==> config.mk <==
export PLATFORM = sky130hd
export DESIGN_NAME = rchit_mul
export DESIGN_NICKNAME = d
export VERILOG_FILES = /design/src/rtl/rchit_pkg.sv /design/src/rtl/rchit_mul.sv
export SDC_FILE = /design/constraint.sdc
export NUM_CORES = 2
export LEC_CHECK = 0
export BUFFER_PORTS_ARGS = -buffer_cell sky130_fd_sc_hd__buf_2
export CAP_MARGIN = 20
export CORE_MARGIN = 4
export CORE_UTILIZATION = 30
export DETAILED_ROUTE_END_ITERATION = 8
export PLACE_DENSITY = 0.46
export SYNTH_ARGS = -nofsm -noshare
export SYNTH_HDL_FRONTEND = slang
export SYNTH_SLANG_ARGS = --single-unit
==> constraint.sdc <==
create_clock -name clk -period 7.76 [get_ports clk]
set_input_delay 1.552 -clock clk [delete_from_list [all_inputs] [get_ports clk]]
set_output_delay 1.552 -clock clk [all_outputs]
set_load 0.005 [all_outputs]
==> src/rtl/rchit_pkg.sv <==
// Shared constants and types for the ray against finite cylinder hit test.
// Used by rchit_mul and ray_cylinder_hit_test; depends on nothing else.
`timescale 1ns / 1ps

package rchit_pkg;

  // Default coordinate width (signed Q12.12).
  localparam int COORD_WIDTH_DEF = 24;

  // Limb width of the split multiplier and its fixed latency in cycles.
  // The adder tree gets MUL_LAT-3 levels, enough for 128 limb products.
  localparam int LIMB_W  = 32;
  localparam int MUL_LAT = 10;

  // Configuration register indexes.
  localparam int CFG_IDX_W = 3;

  typedef enum logic [CFG_IDX_W-1:0] {
    REG_AXIS_START_X,
    REG_AXIS_START_Y,
    REG_AXIS_START_Z,
    REG_AXIS_END_X,
    REG_AXIS_END_Y,
    REG_AXIS_END_Z,
    REG_RADIUS
  } cfg_reg_t;

  // Decision flags that travel alongside the wide arithmetic.
  typedef struct packed {
    logic ok;       // all sign tests so far pass
    logic f_neg;    // axial component of the direction is negative
    logic f_zero;   // axial component of the direction is zero
    logic k_neg;    // first root bound term is negative
    logic lim_neg;  // second root bound term is negative
  } cond_t;

endpackage

==> src/rtl/rchit_mul.sv <==
// Pipelined exact signed multiplier built from limb products and a
// registered adder tree; uses rchit_pkg.
`timescale 1ns / 1ps

module rchit_mul #(
  parameter int AW = 25,
  parameter int BW = 25
) (
  input  logic                 clk,
  input  logic                 en,
  input  logic signed [AW-1:0] a,
  input  logic signed [BW-1:0] b,
  output logic signed [AW+BW-1:0] p
);
  import rchit_pkg::*;

  localparam int PW = AW + BW;
  localparam int NA = (AW + LIMB_W - 1) / LIMB_W;
  localparam int NB = (BW + LIMB_W - 1) / LIMB_W;
  localparam int NP = NA * NB;
  localparam int TL = MUL_LAT - 3;

  logic [AW-1:0] am;
  logic [BW-1:0] bm;
  logic          neg0;
  logic [NA*LIMB_W-1:0] ax;
  logic [NB*LIMB_W-1:0] bx;
  logic [PW-1:0] tr [TL+1][NP];
  logic [TL:0]   sg;

  // Magnitudes first, so that every limb product is unsigned.
  always_ff @(posedge clk) begin
    if (en) begin
      am   <= a[AW-1] ? AW'(-a) : AW'(a);
      bm   <= b[BW-1] ? BW'(-b) : BW'(b);
      neg0 <= a[AW-1] ^ b[BW-1];
    end
  end

  assign ax = (NA*LIMB_W)'(am);
  assign bx = (NB*LIMB_W)'(bm);

  for (genvar ia = 0; ia < NA; ia++) begin : g_la
    for (genvar jb = 0; jb < NB; jb++) begin : g_lb
      localparam int SH = LIMB_W * (ia + jb);
      logic [2*LIMB_W-1:0] pr;
      assign pr = ax[ia*LIMB_W +: LIMB_W] * bx[jb*LIMB_W +: LIMB_W];
      always_ff @(posedge clk) begin
        if (en) begin
          tr[0][ia*NB+jb] <= PW'(pr) << SH;
        end
      end
    end
  end

  for (genvar l = 0; l < TL; l++) begin : g_lvl
    for (genvar i = 0; i < NP; i++) begin : g_node
      if (2*i+1 < NP) begin : g_pair
        always_ff @(posedge clk) begin
          if (en) begin
            tr[l+1][i] <= tr[l][2*i] + tr[l][2*i+1];
          end
        end
      end else if (2*i < NP) begin : g_single
        always_ff @(posedge clk) begin
          if (en) begin
            tr[l+1][i] <= tr[l][2*i];
          end
        end
      end else begin : g_none
        always_ff @(posedge clk) begin
          if (en) begin
            tr[l+1][i] <= '0;
          end
        end
      end
    end
  end

  always_ff @(posedge clk) begin
    if (en) begin
      sg <= {sg[TL-1:0], neg0};
      p  <= sg[TL] ? $signed(-tr[TL][0]) : $signed(tr[TL][0]);
    end
  end

endmodule

# Word-level counts from Yosys, hierarchy flattened
# Memory sizes are Yosys's and may differ from the RTL's.
# Cells that the tools add are included.
totals:
  register_bits: 109
  ram_bits: 400
  out_inout_bits: 50
  wordCells: 18
  mem_count: 1
classes:
  addsub: 3
  mul: 1
  mux: 5
  n_bitwise: 1
mem_list:
  columns: ["memory", "words", "word_bits", "read_ports", "rd_clocked_by_memory_dff", "write_ports", "line_no", "text"]
  rows:
  - ["tr", 8, 50, 8, 0, 8, "rchit_mul.sv:28", "logic [PW-1:0] tr [TL+1][NP];"]
ops:
  columns: ["op", "count"]
  rows:
  - ["multiplier 25 x 25 -> 50 bit", 1]
  - ["2-to-1 mux 50 bit", 1]
  - ["negator 25 bit", 2]
  - ["negator 50 bit", 1]
  - ["2-to-1 mux 24 bit", 2]
  - ["2-to-1 mux 1 bit", 2]
  - ["bitwise XOR 1 bit", 1]

# Depth between registers and ports, before layout
# An unclocked memory read counts as a cell.
depth:
  ltp_word: 3
  mapped_depth: 25
  mapped_depth_nobuf: 23

# Least setup slack after synthesis
# No wires, ideal clock.
synth_timing:
  kind: "register to register"
  start: "reg bm[1]"
  end: "mem tr[0][48] (netlist name) (data pin)"
  setup_ps: 269
  t_arrival_ps: 6403
  setup_slack_ps: 1088
  path_stages_with_launch: 23
  period_less_slack_ps: 6672
  path_cell_list: "edfxtp_1 -> clkbuf_1 -> and2_1 -> fa_1 -> inv_1 -> fa_1 -> fa_1 -> fa_1 -> inv_1 -> fa_1 -> inv_1 -> fa_1 -> fa_1 -> inv_1 -> ha_1 -> a211oi_1 -> nor2_1 -> or3b_2 -> a22o_1 -> a31oi_1 -> o31a_1 -> o31ai_1 -> xor2_1"
synth_lines:
  columns: ["element", "line_no", "text"]
  rows:
  - ["start: declaration", "rchit_mul.sv:24", "logic [BW-1:0] bm;"]
  - ["start signal: assignment", "rchit_mul.sv:35", "bm <= b[BW-1] ? BW'(-b) : BW'(b);"]
  - ["end: declaration", "rchit_mul.sv:28", null]

==> out/qor.yml <==
finalCritPeriodShare: 0.9564
grt_pass1_vias: 23115
insertion_delay_ps: 610
grt_remaining_overflow: 0
io_pins: 102
fin_skew_ps: 19.87
route.detailed.drc: 0
syn_nets: 3948
grt_max_degree: 167
setup.worst_path.class: "flip-flop to flip-flop"
synth_area_um2: 37910
drive_above_1_share: 0.08967
maxCapViolCount: 0
clkSinkCount: 509
die_x_um: 363.5
crit_path_max_incr_delay_ps: 700
min_path_type: "flip-flop to flip-flop"
critical_path.slowest_cell: "edfxtp_1"
status: "finished, final reports clean"
post_cts_buffers: 0
min_period_ps: 7422
antenna_found_initial: 1
syn2layout_area_growth_pct: 12.91
hpwl_um: 63520
cp_num_buf_inv: 7
ys_top_cells_by_count: "inv_1 (608), fa_1 (526), edfxtp_1 (509)"
timing.slew.headroom: 0.3613
path_common_cell: "fa_1"
endpoint_kind: "flip-flop"
synth_edf_count: 509
wl_um: 85220
finalInstanceArea_um2: 42810
hold_viol_final: 0
worst-slew-pin-transition_ps: 958.1
finalSetupViolCount: 0
start_util: 0.3019
yosysTopAreaCellShare: 0.4032
syn_inst: 3182
cp.required_ps: 8100
row_count: 130
core-area_um2: 125600
die_h_um: 363.5
ys_async_sr_fraction: 0
io_buffers: 101
yosysMostFrequentCell: "inv_1"
cpLargestDelayFamily: "adder cells"
grt_pass1_wl_um: 134600
vias_per_cell: 4.354
cts_buffers: 52
dr_total_vias: 21855
synth_area_leaders: "edfxtp_1 (40%), fa_1 (28%), ha_1 (6.2%)"
yosysTopAreaCell: "edfxtp_1"
dieArea_um2: 132100
fin_cells: 5020
clk_pin_slew_ps: 60
cts-root-buf: "clkbuf_16"
cts_tree: "built"
drtAntennaViolNets: 0
crit_chain: "buf_4, nand2_1, fa_1, fa_1, inv_1, fa_1, inv_1, fa_1, inv_1, fa_1, fa_1, inv_1, fa_1, inv_1, ha_1, a21oi_1, o21ai_0, nor3_1, o211ai_1, a31oi_1, buf_4, o31a_1, o31ai_1, xor2_1"
crit_path_max_fanout: 15
cp-start-kind: "flip-flop"
cts_hold_buffers: 0
dr.pass1.iters: 5
place_ws_ps: 325.2
gp_congestion: 0.8179
rsz0062_at_grt: "false"
synth.avg_cell_area_um2: 11.91
drv_slew: 0
h-tree-depth: 2
synth_flop_cell: "edfxtp_1"
place_area_um2: 41150
post_drt_wl_per_cell_um: 16.98
ctsResizeCount: 0
yosysSeqAreaShare: 0.4032
yosysWarnings: 0
drt_iter0_drc: 1186
synth.distinct_cells: 57
fmax_mhz: 134.7
grt_usage: 0.1305
nets: 4098
worst_slack_ps: 338.0
clockBufferDepth: 3
synth_seq_cells: 509
crit_arrival_ps: 7760
tns_ps: 0
place_inst: 4928
[through the flow]
| stage | hold slack [ps] | utilization |
|---|---|---|
| floorplan | 400.3 | - |
| global placement | 401.2 | 0.3277 |
| detailed placement | 404.5 | 0.3277 |
| CTS | 390.9 | 0.3409 |
| global route | 400.0 | 0.3409 |
| finish | 401.7 | 0.3409 |
[final cells by class]
cell class | instances | area, um2
antenna | 2 | 5.005
timing repair buffer | 221 | 1642
inverter | 608 | 2282
multi-input combinational | 1940 | 19880
clock inverter | 24 | 300.3
tap | 1650 | 2064
sequential | 509 | 15280
fill | 12663 | 82760
clock buffer | 66 | 1354
[layer usage]
| metal | GRT usage | routed length, um | part of all wire | up-vias |
|---|---|---|---|---|
| met4 | 0.02453 | 1363 | 0.016 | 0 |
| li1 | - | - | - | 10351 |
| met2 | 0.1938 | 35700 | 0.42 | 466 |
| met3 | 0.03232 | 5994 | 0.070 | 95 |
| met5 | 0 | 0 | 0 | - |
| met1 | 0.1943 | 42160 | 0.49 | 10943 |
[final timing paths]
path	startpoint	endpoint	slack, ps	cells past startpoint
hold reg to reg	tr[0][4]	tr[0][54]	400	0
setup reg to reg	am[9]	tr[0][44]	340	24
hold / removal	tr[0][4]	tr[0][54]	400	0
setup / recovery	am[9]	tr[0][44]	340	24
[cell families (layout without fill, tap and decap cells)]
family / after synthesis / count (layout) / share of synthesized area
AO/OA/AOI/OAI: 220 / 220 / 0.03726
XOR/XNOR: 139 / 139 / 0.03211
adder cells (fa/ha/maj): 714 / 714 / 0.3398
buffers and inverters: 733 / 919 / 0.07257
flip-flops: 509 / 509 / 0.4032
multiplexers: 1 / 1 / 0.0002640
other: 0 / 2 / 0
AND/OR/NAND/NOR: 866 / 866 / 0.1148
[registers in the layout, summed over array words and instances (netlist names)]
register / flops
sg: 8
am: 25
neg0: 1
p: 50
tr: 400
bm: 25
[cells in the final DEF (no fill, tap or decap), types with 11 or more instances in the layout]
cell       instances
nand2_1          384
o41ai_1           11
buf_4            102
fa_1             526
or3_1             13
o31ai_1           28
and3_1            11
nor3_1            14
xor2_1            15
o21ai_0           55
and2_1           322
nor2_1            44
ha_1             188
clkbuf_16         52
nand3_1           24
a21o_1            20
xnor2_1          124
inv_1            608
buf_12            18
a21oi_1           52
clkbuf_1          14
buf_2            100
edfxtp_1         509
Power is left out: the tool's default activity adds up to more than one toggle a clock period on the data nets, which glitch-free logic cannot reach.
